--- src/hw/rtl/tgap_pkg.sv ---
`timescale 1ns / 1ps
// ----------------------------------------------------------------------------
// tgap_pkg
// types and constants shared by the tga true-colour stream parser
// ----------------------------------------------------------------------------
package tgap_pkg;

   // header layout
   localparam int unsigned HDR_LEN_BYTES = 18;
   localparam int unsigned CNT_W         = 5;

   localparam logic [CNT_W-1:0] HDR_IDX_ID_LEN    = CNT_W'(0);
   localparam logic [CNT_W-1:0] HDR_IDX_CMAP_TYPE = CNT_W'(1);
   localparam logic [CNT_W-1:0] HDR_IDX_IMG_TYPE  = CNT_W'(2);
   localparam logic [CNT_W-1:0] HDR_IDX_CMAP_B0   = CNT_W'(3);
   localparam logic [CNT_W-1:0] HDR_IDX_CMAP_B1   = CNT_W'(4);
   localparam logic [CNT_W-1:0] HDR_IDX_CMAP_B2   = CNT_W'(5);
   localparam logic [CNT_W-1:0] HDR_IDX_CMAP_B3   = CNT_W'(6);
   localparam logic [CNT_W-1:0] HDR_IDX_X_LO      = CNT_W'(8);
   localparam logic [CNT_W-1:0] HDR_IDX_X_HI      = CNT_W'(9);
   localparam logic [CNT_W-1:0] HDR_IDX_Y_LO      = CNT_W'(10);
   localparam logic [CNT_W-1:0] HDR_IDX_Y_HI      = CNT_W'(11);
   localparam logic [CNT_W-1:0] HDR_IDX_WIDTH_LO  = CNT_W'(12);
   localparam logic [CNT_W-1:0] HDR_IDX_WIDTH_HI  = CNT_W'(13);
   localparam logic [CNT_W-1:0] HDR_IDX_HEIGHT_LO = CNT_W'(14);
   localparam logic [CNT_W-1:0] HDR_IDX_HEIGHT_HI = CNT_W'(15);
   localparam logic [CNT_W-1:0] HDR_IDX_BPP       = CNT_W'(16);
   localparam logic [CNT_W-1:0] HDR_IDX_LAST      = CNT_W'(HDR_LEN_BYTES - 1);

   localparam logic [7:0] IMG_TYPE_TRUECOLOR = 8'd2;
   localparam logic [7:0] BPP_24             = 8'd24;
   localparam logic [7:0] BPP_32             = 8'd32;

   typedef enum logic [1:0] {
      PHASE_HEADER = 2'd0,
      PHASE_PIXELS = 2'd1,
      PHASE_IGNORE = 2'd2
   } phase_type;

   typedef enum logic [1:0] {
      KIND_PIXEL       = 2'd0,
      KIND_HEADER_OK   = 2'd1,
      KIND_UNSUPPORTED = 2'd2
   } kind_type;

   typedef struct packed {
      logic [7:0] data_byte;
      logic       file_start;
   } req_type;

   typedef struct packed {
      logic [1:0]  result_kind;
      logic [15:0] image_width;
      logic [15:0] image_height;
      logic [15:0] pixel_row;
      logic [15:0] pixel_column;
      logic [7:0]  first_byte;
      logic [7:0]  second_byte;
      logic [7:0]  third_byte;
      logic [7:0]  fourth_byte;
      logic        has_alpha;
      logic        last_pixel;
   } rsp_type;

endpackage

--- src/hw/rtl/tgap_in_stage.sv ---
`timescale 1ns / 1ps
// ----------------------------------------------------------------------------
// tgap_in_stage
// input register: holds one byte transaction until the parser takes it
// ----------------------------------------------------------------------------
module tgap_in_stage (
   input  logic             clock,
   input  logic             reset,
   input  logic             req_valid,
   output logic             req_stall,
   input  tgap_pkg::req_type req_data,
   input  logic             take,
   output logic             held_valid,
   output tgap_pkg::req_type held_req
);
   import tgap_pkg::*;

   logic    valid_ff, valid_in;
   req_type req_ff, req_in;
   logic    accept;

   // a held byte that the parser cannot take blocks the upstream side
   assign req_stall = valid_ff && !take;
   assign accept    = req_valid && !req_stall;

   always_comb begin
      valid_in = valid_ff;
      req_in   = req_ff;
      if (accept) begin
         valid_in = 1'b1;
         req_in   = req_data;
      end else if (take) begin
         valid_in = 1'b0;
      end
   end

   always_ff @(posedge clock) begin
      if (reset) begin
         valid_ff <= 1'b0;
      end else begin
         valid_ff <= valid_in;
      end
      req_ff <= req_in;
   end

   assign held_valid = valid_ff;
   assign held_req   = req_ff;

endmodule

--- src/hw/rtl/tgap_parser.sv ---
`timescale 1ns / 1ps
// ----------------------------------------------------------------------------
// tgap_parser
// header check, pixel assembly and row / column counting for one byte
// ----------------------------------------------------------------------------
module tgap_parser (
   input  logic              clock,
   input  logic              reset,
   input  logic              fire,
   input  tgap_pkg::req_type req,
   output logic              res_valid,
   output tgap_pkg::rsp_type res
);
   import tgap_pkg::*;

   phase_type        phase_ff, phase_in, phase_c;
   logic [CNT_W-1:0] hcnt_ff, hcnt_in, hcnt_c;
   logic             bad_ff, bad_in, bad_c;
   logic [15:0]      width_ff, width_in, width_c;
   logic [15:0]      height_ff, height_in, height_c;
   logic             four_ff, four_in, four_c;
   logic [23:0]      held_ff, held_in, held_c;
   logic [1:0]       bip_ff, bip_in, bip_c;
   logic [15:0]      col_ff, col_in, col_c;
   logic [15:0]      row_ff, row_in, row_c;

   logic [7:0]  b;
   logic        restart;
   logic        bad_byte;
   logic        hdr_done;
   logic        pix_done;
   logic        last;
   logic [15:0] col_inc;
   logic [23:0] held_full;

   assign b       = req.data_byte;
   assign restart = fire && req.file_start;

   // state as seen by this byte, after a possible file restart
   always_comb begin
      if (restart) begin
         phase_c  = PHASE_HEADER;
         hcnt_c   = '0;
         bad_c    = 1'b0;
         width_c  = '0;
         height_c = '0;
         four_c   = 1'b0;
         held_c   = '0;
         bip_c    = '0;
         col_c    = '0;
         row_c    = '0;
      end else begin
         phase_c  = phase_ff;
         hcnt_c   = hcnt_ff;
         bad_c    = bad_ff;
         width_c  = width_ff;
         height_c = height_ff;
         four_c   = four_ff;
         held_c   = held_ff;
         bip_c    = bip_ff;
         col_c    = col_ff;
         row_c    = row_ff;
      end
   end

   // header field check for the current byte position
   always_comb begin
      case (hcnt_c)
         HDR_IDX_ID_LEN, HDR_IDX_CMAP_TYPE, HDR_IDX_CMAP_B0, HDR_IDX_CMAP_B1,
         HDR_IDX_CMAP_B2, HDR_IDX_CMAP_B3, HDR_IDX_X_LO, HDR_IDX_X_HI,
         HDR_IDX_Y_LO, HDR_IDX_Y_HI: bad_byte = (b != 8'd0);
         HDR_IDX_IMG_TYPE:           bad_byte = (b != IMG_TYPE_TRUECOLOR);
         HDR_IDX_BPP:                bad_byte = (b != BPP_24) && (b != BPP_32);
         default:                    bad_byte = 1'b0;
      endcase
   end

   assign hdr_done  = fire && (phase_c == PHASE_HEADER) && (hcnt_c == HDR_IDX_LAST);
   assign pix_done  = fire && (phase_c == PHASE_PIXELS) &&
                      (({1'b0, bip_c} + 3'd1) >= (four_c ? 3'd4 : 3'd3));
   assign held_full = four_c ? held_c : (held_c | {b, 16'h0000});
   assign col_inc   = col_c + 16'd1;
   assign last      = (({1'b0, row_c} + 17'd1) >= {1'b0, height_c}) &&
                      (({1'b0, col_c} + 17'd1) >= {1'b0, width_c});

   // next state
   always_comb begin
      phase_in  = phase_c;
      hcnt_in   = hcnt_c;
      bad_in    = bad_c;
      width_in  = width_c;
      height_in = height_c;
      four_in   = four_c;
      held_in   = held_c;
      bip_in    = bip_c;
      col_in    = col_c;
      row_in    = row_c;
      if (fire) begin
         case (phase_c)
            PHASE_HEADER: begin
               bad_in = bad_c | bad_byte;
               case (hcnt_c)
                  HDR_IDX_WIDTH_LO:  width_in  = {8'h00, b};
                  HDR_IDX_WIDTH_HI:  width_in  = width_c | {b, 8'h00};
                  HDR_IDX_HEIGHT_LO: height_in = {8'h00, b};
                  HDR_IDX_HEIGHT_HI: height_in = height_c | {b, 8'h00};
                  HDR_IDX_BPP: begin
                     if (b == BPP_24) begin
                        four_in = 1'b0;
                     end else if (b == BPP_32) begin
                        four_in = 1'b1;
                     end
                  end
                  default: ;
               endcase
               if (hcnt_c == HDR_IDX_LAST) begin
                  hcnt_in = '0;
                  if (bad_in) begin
                     phase_in = PHASE_IGNORE;
                  end else begin
                     phase_in = ((width_c == 16'd0) || (height_c == 16'd0)) ?
                                PHASE_IGNORE : PHASE_PIXELS;
                     bip_in   = '0;
                     held_in  = '0;
                     col_in   = '0;
                     row_in   = '0;
                  end
               end else begin
                  hcnt_in = hcnt_c + CNT_W'(1);
               end
            end
            PHASE_PIXELS: begin
               if (!pix_done) begin
                  case (bip_c)
                     2'd0:    held_in = held_c | {16'h0000, b};
                     2'd1:    held_in = held_c | {8'h00, b, 8'h00};
                     default: held_in = held_c | {b, 16'h0000};
                  endcase
                  bip_in = bip_c + 2'd1;
               end else begin
                  bip_in  = '0;
                  held_in = '0;
                  if (col_inc >= width_c) begin
                     col_in = '0;
                     row_in = row_c + 16'd1;
                  end else begin
                     col_in = col_inc;
                  end
                  if (last) begin
                     phase_in = PHASE_IGNORE;
                  end
               end
            end
            default: ;
         endcase
      end
   end

   // result of this byte
   always_comb begin
      res       = '0;
      res_valid = hdr_done || pix_done;
      if (hdr_done) begin
         res.result_kind  = (bad_c | bad_byte) ? KIND_UNSUPPORTED : KIND_HEADER_OK;
         res.image_width  = width_c;
         res.image_height = height_c;
      end else if (pix_done) begin
         res.result_kind  = KIND_PIXEL;
         res.pixel_row    = row_c;
         res.pixel_column = width_c - 16'd1 - col_c;
         res.first_byte   = held_full[7:0];
         res.second_byte  = held_full[15:8];
         res.third_byte   = held_full[23:16];
         res.fourth_byte  = four_c ? b : 8'h00;
         res.has_alpha    = four_c;
         res.last_pixel   = last;
      end
   end

   always_ff @(posedge clock) begin
      if (reset) begin
         phase_ff  <= PHASE_HEADER;
         hcnt_ff   <= '0;
         bad_ff    <= 1'b0;
         width_ff  <= '0;
         height_ff <= '0;
         four_ff   <= 1'b0;
         held_ff   <= '0;
         bip_ff    <= '0;
         col_ff    <= '0;
         row_ff    <= '0;
      end else begin
         phase_ff  <= phase_in;
         hcnt_ff   <= hcnt_in;
         bad_ff    <= bad_in;
         width_ff  <= width_in;
         height_ff <= height_in;
         four_ff   <= four_in;
         held_ff   <= held_in;
         bip_ff    <= bip_in;
         col_ff    <= col_in;
         row_ff    <= row_in;
      end
   end

endmodule

--- src/hw/rtl/tgap_out_stage.sv ---
`timescale 1ns / 1ps
// ----------------------------------------------------------------------------
// tgap_out_stage
// result register: holds one result transaction until downstream takes it
// ----------------------------------------------------------------------------
module tgap_out_stage (
   input  logic              clock,
   input  logic              reset,
   input  logic              res_valid,
   input  tgap_pkg::rsp_type res,
   output logic              can_load,
   output logic              rsp_valid,
   input  logic              rsp_stall,
   output tgap_pkg::rsp_type rsp_out
);
   import tgap_pkg::*;

   logic    valid_ff, valid_in;
   rsp_type rsp_ff, rsp_in;

   assign can_load = !valid_ff || !rsp_stall;

   always_comb begin
      valid_in = valid_ff;
      rsp_in   = rsp_ff;
      if (can_load) begin
         valid_in = res_valid;
         rsp_in   = res;
      end
   end

   always_ff @(posedge clock) begin
      if (reset) begin
         valid_ff <= 1'b0;
      end else begin
         valid_ff <= valid_in;
      end
      rsp_ff <= rsp_in;
   end

   assign rsp_valid = valid_ff;
   assign rsp_out   = rsp_ff;

endmodule

--- src/hw/rtl/tga_truecolor_stream_parser_core.sv ---
`timescale 1ns / 1ps
// ----------------------------------------------------------------------------
// tga_truecolor_stream_parser_core
// byte stream parser for uncompressed 24/32-bit true-colour tga files
//
//   channel   direction   handshake             payload
//   req_      in          req_valid/req_stall   data_byte, file_start
//   rsp_      out         rsp_valid/rsp_stall   header or pixel result
//
// one byte is taken every cycle while req_stall is low; a byte that completes a header
// or a pixel has its result on rsp_ once it has passed the input register, then the result register
// the parser state advances as a byte moves from the input to the result
// register, so a stall on rsp_ reaches req_stall in the same cycle
// reset clears all parser state to the header phase and empties both stages
// ----------------------------------------------------------------------------
module tga_truecolor_stream_parser_core (
   input  logic        clock,
   input  logic        reset,
   input  logic        req_valid,
   output logic        req_stall,
   input  logic [7:0]  req_data_byte,
   input  logic        req_file_start,
   output logic        rsp_valid,
   input  logic        rsp_stall,
   output logic [1:0]  rsp_result_kind,
   output logic [15:0] rsp_image_width,
   output logic [15:0] rsp_image_height,
   output logic [15:0] rsp_pixel_row,
   output logic [15:0] rsp_pixel_column,
   output logic [7:0]  rsp_first_byte,
   output logic [7:0]  rsp_second_byte,
   output logic [7:0]  rsp_third_byte,
   output logic [7:0]  rsp_fourth_byte,
   output logic        rsp_has_alpha,
   output logic        rsp_last_pixel
);
   import tgap_pkg::*;

   req_type req_bus, held_req;
   rsp_type res, rsp_bus;
   logic    held_valid;
   logic    can_load;
   logic    fire;
   logic    res_valid;

   assign req_bus.data_byte  = req_data_byte;
   assign req_bus.file_start = req_file_start;
   assign fire               = held_valid && can_load;

   tgap_in_stage u_in_stage (
      .clock      (clock),
      .reset      (reset),
      .req_valid  (req_valid),
      .req_stall  (req_stall),
      .req_data   (req_bus),
      .take       (can_load),
      .held_valid (held_valid),
      .held_req   (held_req)
   );

   tgap_parser u_parser (
      .clock     (clock),
      .reset     (reset),
      .fire      (fire),
      .req       (held_req),
      .res_valid (res_valid),
      .res       (res)
   );

   tgap_out_stage u_out_stage (
      .clock     (clock),
      .reset     (reset),
      .res_valid (res_valid),
      .res       (res),
      .can_load  (can_load),
      .rsp_valid (rsp_valid),
      .rsp_stall (rsp_stall),
      .rsp_out   (rsp_bus)
   );

   assign rsp_result_kind  = rsp_bus.result_kind;
   assign rsp_image_width  = rsp_bus.image_width;
   assign rsp_image_height = rsp_bus.image_height;
   assign rsp_pixel_row    = rsp_bus.pixel_row;
   assign rsp_pixel_column = rsp_bus.pixel_column;
   assign rsp_first_byte   = rsp_bus.first_byte;
   assign rsp_second_byte  = rsp_bus.second_byte;
   assign rsp_third_byte   = rsp_bus.third_byte;
   assign rsp_fourth_byte  = rsp_bus.fourth_byte;
   assign rsp_has_alpha    = rsp_bus.has_alpha;
   assign rsp_last_pixel   = rsp_bus.last_pixel;

endmodule

--- config.mk ---
export PLATFORM = sky130hd
export DESIGN_NAME = tga_truecolor_stream_parser_core
export DESIGN_NICKNAME = d
export VERILOG_FILES = /design/src/hw/rtl/tgap_pkg.sv /design/src/hw/rtl/tgap_in_stage.sv /design/src/hw/rtl/tgap_parser.sv /design/src/hw/rtl/tgap_out_stage.sv /design/src/hw/rtl/tga_truecolor_stream_parser_core.sv
export SDC_FILE = /design/constraint.sdc
export NUM_CORES = 1
export LEC_CHECK = 0
export ABC_AREA = 1
export BUFFER_PORTS_ARGS = -buffer_cell sky130_fd_sc_hd__buf_2
export CAP_MARGIN = 5
export CORE_MARGIN = 4
export CORE_UTILIZATION = 50
export CTS_CLUSTER_SIZE = 20
export DETAILED_ROUTE_END_ITERATION = 16
export HOLD_SLACK_MARGIN = 0.08
export PLACE_DENSITY = 0.76
export SYNTH_ARGS = -nofsm -noshare
export SYNTH_HDL_FRONTEND = slang
export SYNTH_SLANG_ARGS = --single-unit
--- constraint.sdc ---
create_clock -name clock -period 5.63 [get_ports clock]
set_input_delay 1.126 -clock clock [delete_from_list [all_inputs] [get_ports clock]]
set_output_delay 1.126 -clock clock [all_outputs]
set_load 0.02 [all_outputs]
==> run metrics, run 1 <==
GRT Max-Usage Layer=met2; 1st-iter DRT viols=1,054; ys flop type=edfxtp_1; RSZ-0062 raised after global routing=no; crit path max fanout=50; die height=approximately 160 um; # setup viols final=0; maximum clock rate=roughly 230 MHz; min Tclk post-route=roughly 4.4 ns; number of setup buffers added after CTS=0; crit share post-route=about four fifths; commonest non-fill, non-tap cell in the layout=nand2_1; Arr. time, crit path=slightly below 5 ns; Least-Margin Pin Slew=approximately 1 ns; CTS Hold Bufs=0; Routed WL per cell=about 16 um; met2 Usage GRT=about two fifths; H-tree depth=1; Post-synth EDFFs=109; Final Max Slew Viols=0; antenna diode count=0; Buffers on Ports=~110; Detailed Route WL=between 30 and 40 mm; post-synthesis sequential area ratio=about 44%; #FFs+latches synth=210; Residual DRC=0; Worst setup SP type=input port; syn nets=1,655; hold crit path type=reg2reg; DPL Wire Length=between 20 and 25 mm; GR Overflow Total=0; setup ws final=between 1 and 1.5 ns; Slew HR=approximately 32%; commonest non-fill, non-tap cells in the layout=378 x nand2_1, 209 x inv_1, 186 x nor2_1, 149 x a21oi_1, 114 x buf_2; Post-Synthesis Cells=about 1,600; fraction of layout cells with a size suffix above 1=13.6%; Core Area=around 24,000 sq um; CTS sink cnt=210; Worst VDD drop=about 200 uV; die area=26,700 sq um; post-CTS sizing=0; Die Width=around 160 um; GRT Total Usage=23.2%; first-pass GRT wire length=50.4 mm; grt met1 use=between 20% and 30%; final setup TNS=0 ns; clock buffer depth=3; Unique masters post-synth=52; synth warn=0; CP required=between 6 and 7 ns; Final Net Count=around 1,700; Num CTS Buffers=24; hold_sp=u_parser.held_ff[11]; vias in the first global route=~10,000; P per Cell Area=277 nW/um^2; WS Path Type=in2reg; clock-pin slew on the worst setup and hold paths=roughly 0.060 ns; clock latency on the worst-skew pair=approximately 0.52 ns; TritonCTS clock tree=built; final hold slack=~0.50 ns; Vias=around 11,000; crit path from=rsp_stall; Root Driver=clkbuf_16; asr flop ratio synth=0%; Syn Area/Cell=around 7.6 sq um; Placer Congestion=~0.95; fin util=between 50 and 60%; Pleak=approximately 7 nW; r2r setup slk=approximately 1.5 ns; Site Rows=56; Setup WS pre-CTS=roughly 0.77 ns; initial antenna violation count=0; initial core utilization=about half; antenna viol nets, final=0; # IOs=115; Critical Path End Type=register; worst flop-to-flop path startpoint=u_in_stage.held_req[0]; synthesized area=12,100 sq um; final hold vios=0; pin count of the biggest net entering global routing=between 50 and 60; Layout area overhead=12.6%; first-pass iteration count of the detailed router=5; Via-to-Cell Ratio=5.41; status=finished, final reports clean; clock skew=~0.017 ns; grt met3 use=3.23%; Max-Cap Viols=0
## where the power goes
part | internal, mW | switching [mW]
clock network | 1.05 | 0.651
registers | 1.64 | 0.0323
logic | 0.123 | 0.275
total | 2.81 | 0.958
## state kept, by name, indices dropped and copies added, names as in the netlist
name,cells
u_parser.width_ff,16
u_parser.phase_ff,2
u_parser.four_ff,1
u_parser.bip_ff,2
u_parser.row_ff,16
u_out_stage.rsp_out,100
u_out_stage.rsp_valid,1
u_in_stage.held_req,9
u_in_stage.held_valid,1
u_parser.hcnt_ff,5
u_parser.bad_ff,1
u_parser.height_ff,16
u_parser.col_ff,16
u_parser.held_ff,24
## final cells by class
| class | instances | area [sq um] |
|---|---|---|
| Fill cell | 2129 | 10000 |
| Clock inverter | 15 | 223 |
| Sequential cell | 210 | 5300 |
| Timing Repair Buffer | 123 | 638 |
| Multi-Input combinational cell | 1085 | 5580 |
| Clock buffer | 29 | 641 |
| Inverter | 223 | 840 |
| Tap cell | 319 | 399 |
## final timing paths
path	to	depth (start not counted)
worst max-delay path	u_parser.col_ff[9]	17
worst min-delay path	u_parser.held_ff[11]	2
worst max register to register	u_parser.col_ff[9]	15
worst min register to register	u_parser.held_ff[11]	2
## cell families after synthesis
logic type	after synthesis	share of synthesized area (%)
DFF	210	43.8
and+or+nand+nor	744	26.9
xor gates and xnor gates	18	1.30
adders and majority gates	61	6.37
buffers and inverters	286	10.1
AOI/OAI and AO/OA	262	11.5
## Yosys cell counts, types with 14 or more instances
| cell type | n | share of area, % |
|---|---|---|
| a21oi_1 | 149 | 6.2 |
| buf_2 | 23 | 0.95 |
| clkbuf_1 | 18 | 0.56 |
| dfxtp_1 | 101 | 17 |
| edfxtp_1 | 109 | 27 |
| ha_1 | 60 | 6.2 |
| inv_1 | 209 | 6.5 |
| nand2_1 | 378 | 12 |
| nand3_1 | 89 | 3.7 |
| nand4_1 | 18 | 0.93 |
| nor2_1 | 186 | 5.8 |
| nor2_2 | 14 | 0.72 |
| o21ai_0 | 72 | 3.0 |
| o22ai_1 | 17 | 0.88 |
| xor2_1 | 17 | 1.2 |
## critical path, cell delays in order
cell,delay [ns]
buf_2,0.10
nand2_4,0.06
nand3_4,0.18
buf_4,0.42
nand2_1,0.35
ha_1,0.42
a21oi_1,0.14
o211ai_1,0.13
nand2_1,0.24
nor2_4,0.04
buf_4,0.20
inv_2,0.69
nor2_2,0.29
a21oi_1,0.24
nand2_1,0.07
nand2_1,0.06
inv_1,0.04
## stage by stage
| step | area (sq um) | std cells | power (mW) |
|---|---|---|---|
| after floorplan | 12100 | 1581 | 2.00 |
| after global placement | 12700 | 1960 | 2.08 |
| after detailed placement | 12700 | 1960 | 2.09 |
| after CTS | 13600 | 2004 | 3.78 |
| after global routing | 13600 | 2004 | 3.90 |
| final | 13600 | 2004 | 3.76 |
## per-layer routing
layer	wire, um	share of wire [%]
met3	2400	7.6
met4	1450	4.6
met5	0	0
met1	12900	41
met2	14800	47
Note: power is estimated with default switching activity, not from simulation.
==> run 2: changes to the inputs <==
--- a/config.mk
+++ b/config.mk
@@ -13,7 +13,7 @@
 export CTS_CLUSTER_SIZE = 20
 export DETAILED_ROUTE_END_ITERATION = 16
 export HOLD_SLACK_MARGIN = 0.08
-export PLACE_DENSITY = 0.76
+export PLACE_DENSITY = 0.73
 export SYNTH_ARGS = -nofsm -noshare
 export SYNTH_HDL_FRONTEND = slang
 export SYNTH_SLANG_ARGS = --single-unit
==> constraint.sdc (replaced) <==
create_clock -name clock -period 4.6 [get_ports clock]
set_input_delay 0.92 -clock clock [delete_from_list [all_inputs] [get_ports clock]]
set_output_delay 0.92 -clock clock [all_outputs]
set_load 0.02 [all_outputs]
==> run metrics, run 2 (same netlist as run 1, synthesis figures left out) <==
status=finished, final reports clean; CTS sink cnt=210 (unchanged); Site Rows=56 (unchanged); die area=26,700 sq um (unchanged); placed instance area=12,800 sq um (+0.64%); Slew HR=32.8% (+0.44 points); pin count of the biggest net entering global routing=55 (-6.8%); Core Area=23,600 sq um (unchanged); max reg flops=100 (unchanged); GR Overflow Total=0 (unchanged); post-CTS sizing=0 (unchanged); min Tclk post-route=~4 ns; crit path max fanout=42 (-16%); GRT Total Usage=23.7% (+0.54 points); antenna viol nets, final=0 (unchanged); Final Max Slew Viols=0 (unchanged); final setup TNS=0 ns (unchanged); maximum clock rate=between 200 and 250 MHz; CTS Hold Bufs=0 (unchanged); DPL Wire Length=23.0 mm (+4.1%); most used cell, CP=nand2_1; Buffers on Ports=114 (unchanged); Routed WL per cell=15.9 um (+1.2%); Root Driver=clkbuf_16; initial antenna violation count=0 (unchanged); TritonCTS clock tree=built; final hold vios=0 (unchanged); antenna diode count=0 (unchanged); final hold slack=0.494 ns (-0.00137 ns); Worst setup SP type=input port; Least-Margin Pin Slew=1.01 ns (-0.00664 ns); Vias=10,800 (-0.36%); hold crit path type=reg2reg; CP required=5.00 ns (-1.04 ns); Crit path largest cell delay=0.45 ns (-0.24 ns); Critical Path End Type=register; H-tree depth=1 (unchanged); CP top delay family=simple AND/OR/NAND/NOR gates; Max-Cap Viols=0 (unchanged); # IOs=115 (unchanged); Residual DRC=0 (unchanged); clock skew=0.0187 ns (+0.00134 ns); setup ws final=0.581 ns (-0.636 ns); commonest non-fill, non-tap cell in the layout=nand2_1; vias in the first global route=10,200 (+0.88%); Die Width=164 um (unchanged); number of setup buffers added after CTS=0 (unchanged); commonest non-fill, non-tap cells in the layout=378 x nand2_1, 209 x inv_1, 186 x nor2_1, 149 x a21oi_1, 114 x buf_2; Placer Congestion=0.962 (+1.2%); initial core utilization=51.2% (unchanged); fraction of layout cells with a size suffix above 1=13.8% (+0.15 points); CP cell instances=buf_2 -> nand2_8 -> nand3_4 -> buf_12 -> buf_4 -> nand2_1 -> ha_1 -> nand2_1 -> o211ai_1 -> nand2_1 -> nor2_4 -> buf_4 -> nand2_4 -> nand2_1 -> inv_1 -> nand2_1 -> o211ai_1 -> nor2_1 -> nor2_1; Arr. time, crit path=4.42 ns (-0.40 ns); clock buffer depth=3 (unchanged); Via-to-Cell Ratio=5.38 (-0.56%); WS Path Type=in2reg; crit share post-route=~87%; 1st-iter DRT viols=956 (-9.3%); Setup WS pre-CTS=0.105 ns (-0.661 ns); clock latency on the worst-skew pair=0.52 ns (about the same); Final Net Count=1,748 (+0.40%); RSZ-0062 raised after global routing=no; Bufs and invs on worst path=5 (unchanged); Final Cell Area=13,600 sq um (-0.27%); clock-pin slew on the worst setup and hold paths=0.06 ns (about the same); Crit-path slowest cell=ha_1; Detailed Route WL=31.9 mm (+1.4%); Worst VDD drop=258 uV (+27%); Pleak=7.02 nW (about the same); die height=164 um (unchanged); Layout area overhead=12.3%; # setup viols final=0 (unchanged); P per Cell Area=324 nW/um^2 (+17%); first-pass GRT wire length=51.5 mm (+2.1%); Num CTS Buffers=23 (-4.2%); first-pass iteration count of the detailed router=5 (unchanged)
## run 2: metal layers
metal | vias up | wire, um | track usage [%] | share of wire (%)
met1 | 4920 | 13200 | 30.8 | 41
met4 | 0 | 1330 | 9.80 | 4.2
li1 | 5338 | - | - | -
met3 | 79 | 2480 | 3.38 | 7.8
met5 | - | 0 | 0 | 0
met2 | 470 | 14900 | 39.9 | 47
## run 2: final cells by class
cell class,instances,area [sq um]
fillers,2228,10000
multi-input cells,1085,5590
flip-flops and latches,210,5300
inverters,223,840
repair buffers,131,711
clock buffers,26,597
well taps,319,399
clock inverters,14,149
## run 2: through the flow
step	instances	utilization (%)	total power, mW
finish	2008	57.5	4.39
global route	2008	57.5	4.57
CTS	2008	57.5	4.41
detailed placement	1968	54.3	2.57
global placement	1968	54.3	2.56
floorplan	1581	-	2.45
## run 2: path summary, 6_finish.rpt
kind / to / slack (ns) / cells past startpoint / startpoint
worst max register to register: u_parser.row_ff[10] / 0.69 / 18 / u_out_stage.rsp_valid
worst min-delay path: u_parser.held_ff[11] / 0.49 / 2 / u_parser.held_ff[11]
worst max-delay path: u_parser.row_ff[10] / 0.58 / 19 / rsp_stall
worst min register to register: u_parser.held_ff[11] / 0.49 / 2 / u_parser.held_ff[11]
## run 2: worst min-delay path, delay by kind of cell, from the launching register on
| family | cells | cell delay (ns) |
|---|---|---|
| AND/OR/NAND/NOR | 1 | 0.08 |
| flip-flops | 1 | 0.32 |
| AO/OA/AOI/OAI | 1 | 0.06 |
## run 2: power breakdown
part           total, mW  leakage (nW)  internal, mW  switching, mW
sequential          2.04          2.14          2.00         0.0405
combinational      0.494          4.51         0.155          0.339
clock               1.86         0.368          1.10          0.759
total               4.39          7.02          3.26           1.14
==> run 3: changes to the inputs <==
--- a/config.mk
+++ b/config.mk
@@ -5,7 +5,7 @@
 export SDC_FILE = /design/constraint.sdc
 export NUM_CORES = 1
 export LEC_CHECK = 0
-export ABC_AREA = 1
+export ABC_AREA = 0
 export BUFFER_PORTS_ARGS = -buffer_cell sky130_fd_sc_hd__buf_2
 export CAP_MARGIN = 5
 export CORE_MARGIN = 4
@@ -13,7 +13,8 @@
 export CTS_CLUSTER_SIZE = 20
 export DETAILED_ROUTE_END_ITERATION = 16
 export HOLD_SLACK_MARGIN = 0.08
-export PLACE_DENSITY = 0.73
+export PLACE_DENSITY = 0.74
+export SETUP_SLACK_MARGIN = 0.05
 export SYNTH_ARGS = -nofsm -noshare
 export SYNTH_HDL_FRONTEND = slang
 export SYNTH_SLANG_ARGS = --single-unit
==> run metrics, run 3 <==
FF/Latch Area=5300 sq um (unchanged); Worst setup SP type=input port; crit path from=rsp_stall; synthesized area=10,500 sq um (-13%); Syn Area/Cell=9.93 sq um (+30%); Crit path largest cell delay=0.48 ns (+0.03 ns); post-synthesis sequential area ratio=50.3% (+6.5 points); fraction of layout cells with a size suffix above 1=20.5% (+6.7 points); Num CTS Buffers=23 (unchanged); first-pass GRT wire length=46.0 mm (-11%); #FFs+latches synth=210 (unchanged); P per Cell Area=308 nW/um^2 (-4.7%); leading area contributor after synthesis=edfxtp_1; CTS sink cnt=210 (unchanged); clock skew=0.0218 ns (+0.00308 ns); Max-Cap Viols=0 (unchanged); Synth top cells by count=139 x nor2_1, 109 x edfxtp_1, 101 x dfxtp_1, 94 x nand2_1; most used cell, CP=ha_1; 1st-iter DRT viols=779 (-19%); Buffers on Ports=114 (unchanged); final setup TNS=0 ns (unchanged); Top Metal Used=met4; min Tclk post-route=3.99 ns (-0.0245 ns); met2 routed wirelength=12.6 mm (-16%); pin count of the biggest net entering global routing=84 (+53%); post-CTS sizing=0 (unchanged); final hold slack=0.468 ns (-0.0256 ns); Final Max Slew Viols=0 (unchanged); RSZ-0062 raised after global routing=no; multi-input logic area=4850 sq um (-13%); hold path depth=2 (unchanged); GRT Total Usage=24.1% (+0.36 points); clock latency on the worst-skew pair=0.52 ns (about the same); initial antenna violation count=0 (unchanged); initial core utilization=51.4% (+0.18 points); met3 WL=2.30 mm (-7.2%); commonest non-fill, non-tap cells in the layout=138 x nor2_1, 114 x buf_2, 109 x edfxtp_1, 101 x dfxtp_1, 92 x nand2_1; synth warn=0 (unchanged); Placer Congestion=0.977 (+1.6%); hold crit path type=reg2reg; CTS Hold Bufs=0 (unchanged); Vias=8,793 (-19%); Worst VDD drop=314 uV (+22%); Die Width=153 um (-6.3%); max reg flops=100 (unchanged); Crit-path slowest cell=a2111oi_2; clock-pin slew on the worst setup and hold paths=0.06 ns (about the same); Pleak=5.49 nW (-22%); worst flop-to-flop path startpoint=u_out_stage.rsp_valid; Crit path depth=17 (-2); CP required=5.02 ns (+0.02 ns); final hold vios=0 (unchanged); # IOs=115 (unchanged); crit path max fanout=5 (-88%); Final Net Count=1,282 (-27%); asr flop ratio synth=0% (unchanged); Post-synth EDFFs=109 (unchanged); Routed WL per cell=19.4 um (+22%); Core Area=20,500 sq um (-13%); Least-Margin Pin Slew=1.13 ns (+0.120 ns); CP cell instances=buf_2 -> a21boi_2 -> nand2_2 -> and2_1 -> ha_1 -> nand4_1 -> a2111oi_4 -> xnor2_1 -> ha_1 -> nand2_1 -> o21ai_1 -> a2111oi_2 -> a211oi_2 -> buf_4 -> o31ai_1 -> a21oi_1 -> o21ba_1; die area=23,500 sq um (-12%); top post-synthesis cells by area=edfxtp_1 31%, dfxtp_1 19%, ha_1 7.1%; antenna diode count=0 (unchanged); final std cells w/o fill=1,495 (-26%); TritonCTS clock tree=built; Residual DRC=0 (unchanged); Slew HR=24.8% (-8.0 points); CP top delay family=compound AO/OA/AOI/OAI gates; clock buffer depth=3 (unchanged); Bufs and invs on worst path=2 (-3); status=finished, final reports clean; Unique masters post-synth=84 (+62%); ys flop type=edfxtp_1; H-tree depth=1 (unchanged); Post-Synthesis Cells=1,061 (-33%); Metal-1 WL=13.4 mm (+1.9%); # setup viols final=0 (unchanged); syn nets=1,135 (-31%); crit share post-route=86.8% (-0.53 points); number of setup buffers added after CTS=0 (unchanged); antenna viol nets, final=0 (unchanged); R2R cell count=16 (-2); most common cell in the synthesized netlist=nor2_1; vias in the first global route=8,276 (-19%); commonest non-fill, non-tap cell in the layout=nor2_1; Via-to-Cell Ratio=5.88 (+9.3%); WS Path Type=in2reg; maximum clock rate=250 MHz (+0.61%); DPL Wire Length=21.0 mm (-8.5%); Detailed Route WL=29.0 mm (-9.1%); Root Driver=clkbuf_16; GR Overflow Total=0 (unchanged); hold_sp=u_parser.held_ff[5]; Site Rows=52 (-7.1%); Layout area overhead=17.8%; dpl cells=1,453 (-26%); Arr. time, crit path=4.41 ns (about the same); Yosys top cell area share=31.1% (+4.0 points); first-pass iteration count of the detailed router=6 (+1); Fillers=1,777 (-20%); die height=153 um (-6.3%); Critical Path End Type=register
==> run 3: cell count changes in the layout (fill, tap and decap cells not counted), moves of 48 or more <==
| cell | before | now |
|---|---|---|
| nand2_1 | 378 | 92 |
| inv_1 | 209 | 37 |
| a21oi_1 | 149 | 59 |
| o21ai_0 | 72 | 22 |
| buf_4 | 16 | 65 |
| nand3_1 | 89 | 40 |
| nor2_1 | 186 | 138 |
==> run 3: path summary, 6_finish.rpt <==
path	to	slack [ns]
max	u_parser.phase_ff[1]	0.61
min reg2reg	u_parser.held_ff[5]	0.47
max reg2reg	u_parser.phase_ff[1]	0.67
min	u_parser.held_ff[5]	0.47
==> run 3: power breakdown <==
group	total, mW	leakage [nW]	switching, mW	internal [mW]
clock	1.72	0.343	0.751	0.972
combinational	0.111	3.01	0.0761	0.0352
sequential	1.99	2.14	0.0277	1.96
total	3.82	5.49	0.855	2.97
==> run 3: kinds of logic (layout without fill, tap and decap cells) <==
group | Yosys count | count (layout) | synth area share (%)
AND/OR/NAND/NOR | 415 | 415 | 18.7
AO/OA/AOI/OAI | 241 | 241 | 16.2
flip-flops | 210 | 210 | 50.3
buffers and inverters | 95 | 259 | 4.18
adder cells (fa/ha/maj) | 61 | 61 | 7.32
XOR/XNOR | 33 | 33 | 2.74
multiplexers | 6 | 6 | 0.606
==> run 3: metrics by stage <==
step                cell area [sq um]  setup WS [ns]  power (mW)  util, %
detailed placement              11700          0.128        2.14     57.1
floorplan                       10600         0.0371        2.09        -
global route                    12400          0.390        3.94     60.5
CTS                             12400          0.638        3.84     60.5
finish                          12400          0.605        3.82     60.5
global placement                11700          0.325        2.14     57.1
==> run 3: final cells by class <==
| type | count | area share, % |
|---|---|---|
| clock inverter | 13 | 0.595 |
| clock buffer | 29 | 5.07 |
| tap | 270 | 2.72 |
| multi-input combinational | 756 | 39.1 |
| sequential | 210 | 42.7 |
| inverter | 37 | 1.12 |
| timing repair buffer | 180 | 8.70 |
==> run 3: per-layer routing <==
| metal | up-vias | GRT usage (%) |
|---|---|---|
| met2 | 385 | 36.1 |
| met4 | 0 | 6.49 |
| met5 | - | 0 |
| met1 | 4152 | 36.4 |
| met3 | 54 | 3.70 |
| li1 | 4202 | - |
==> run 3: tightest hold or removal path: stages (launching register included) <==
cell	delay (ns)
dfxtp_1	0.31
nand3_1	0.06
a21oi_1	0.06
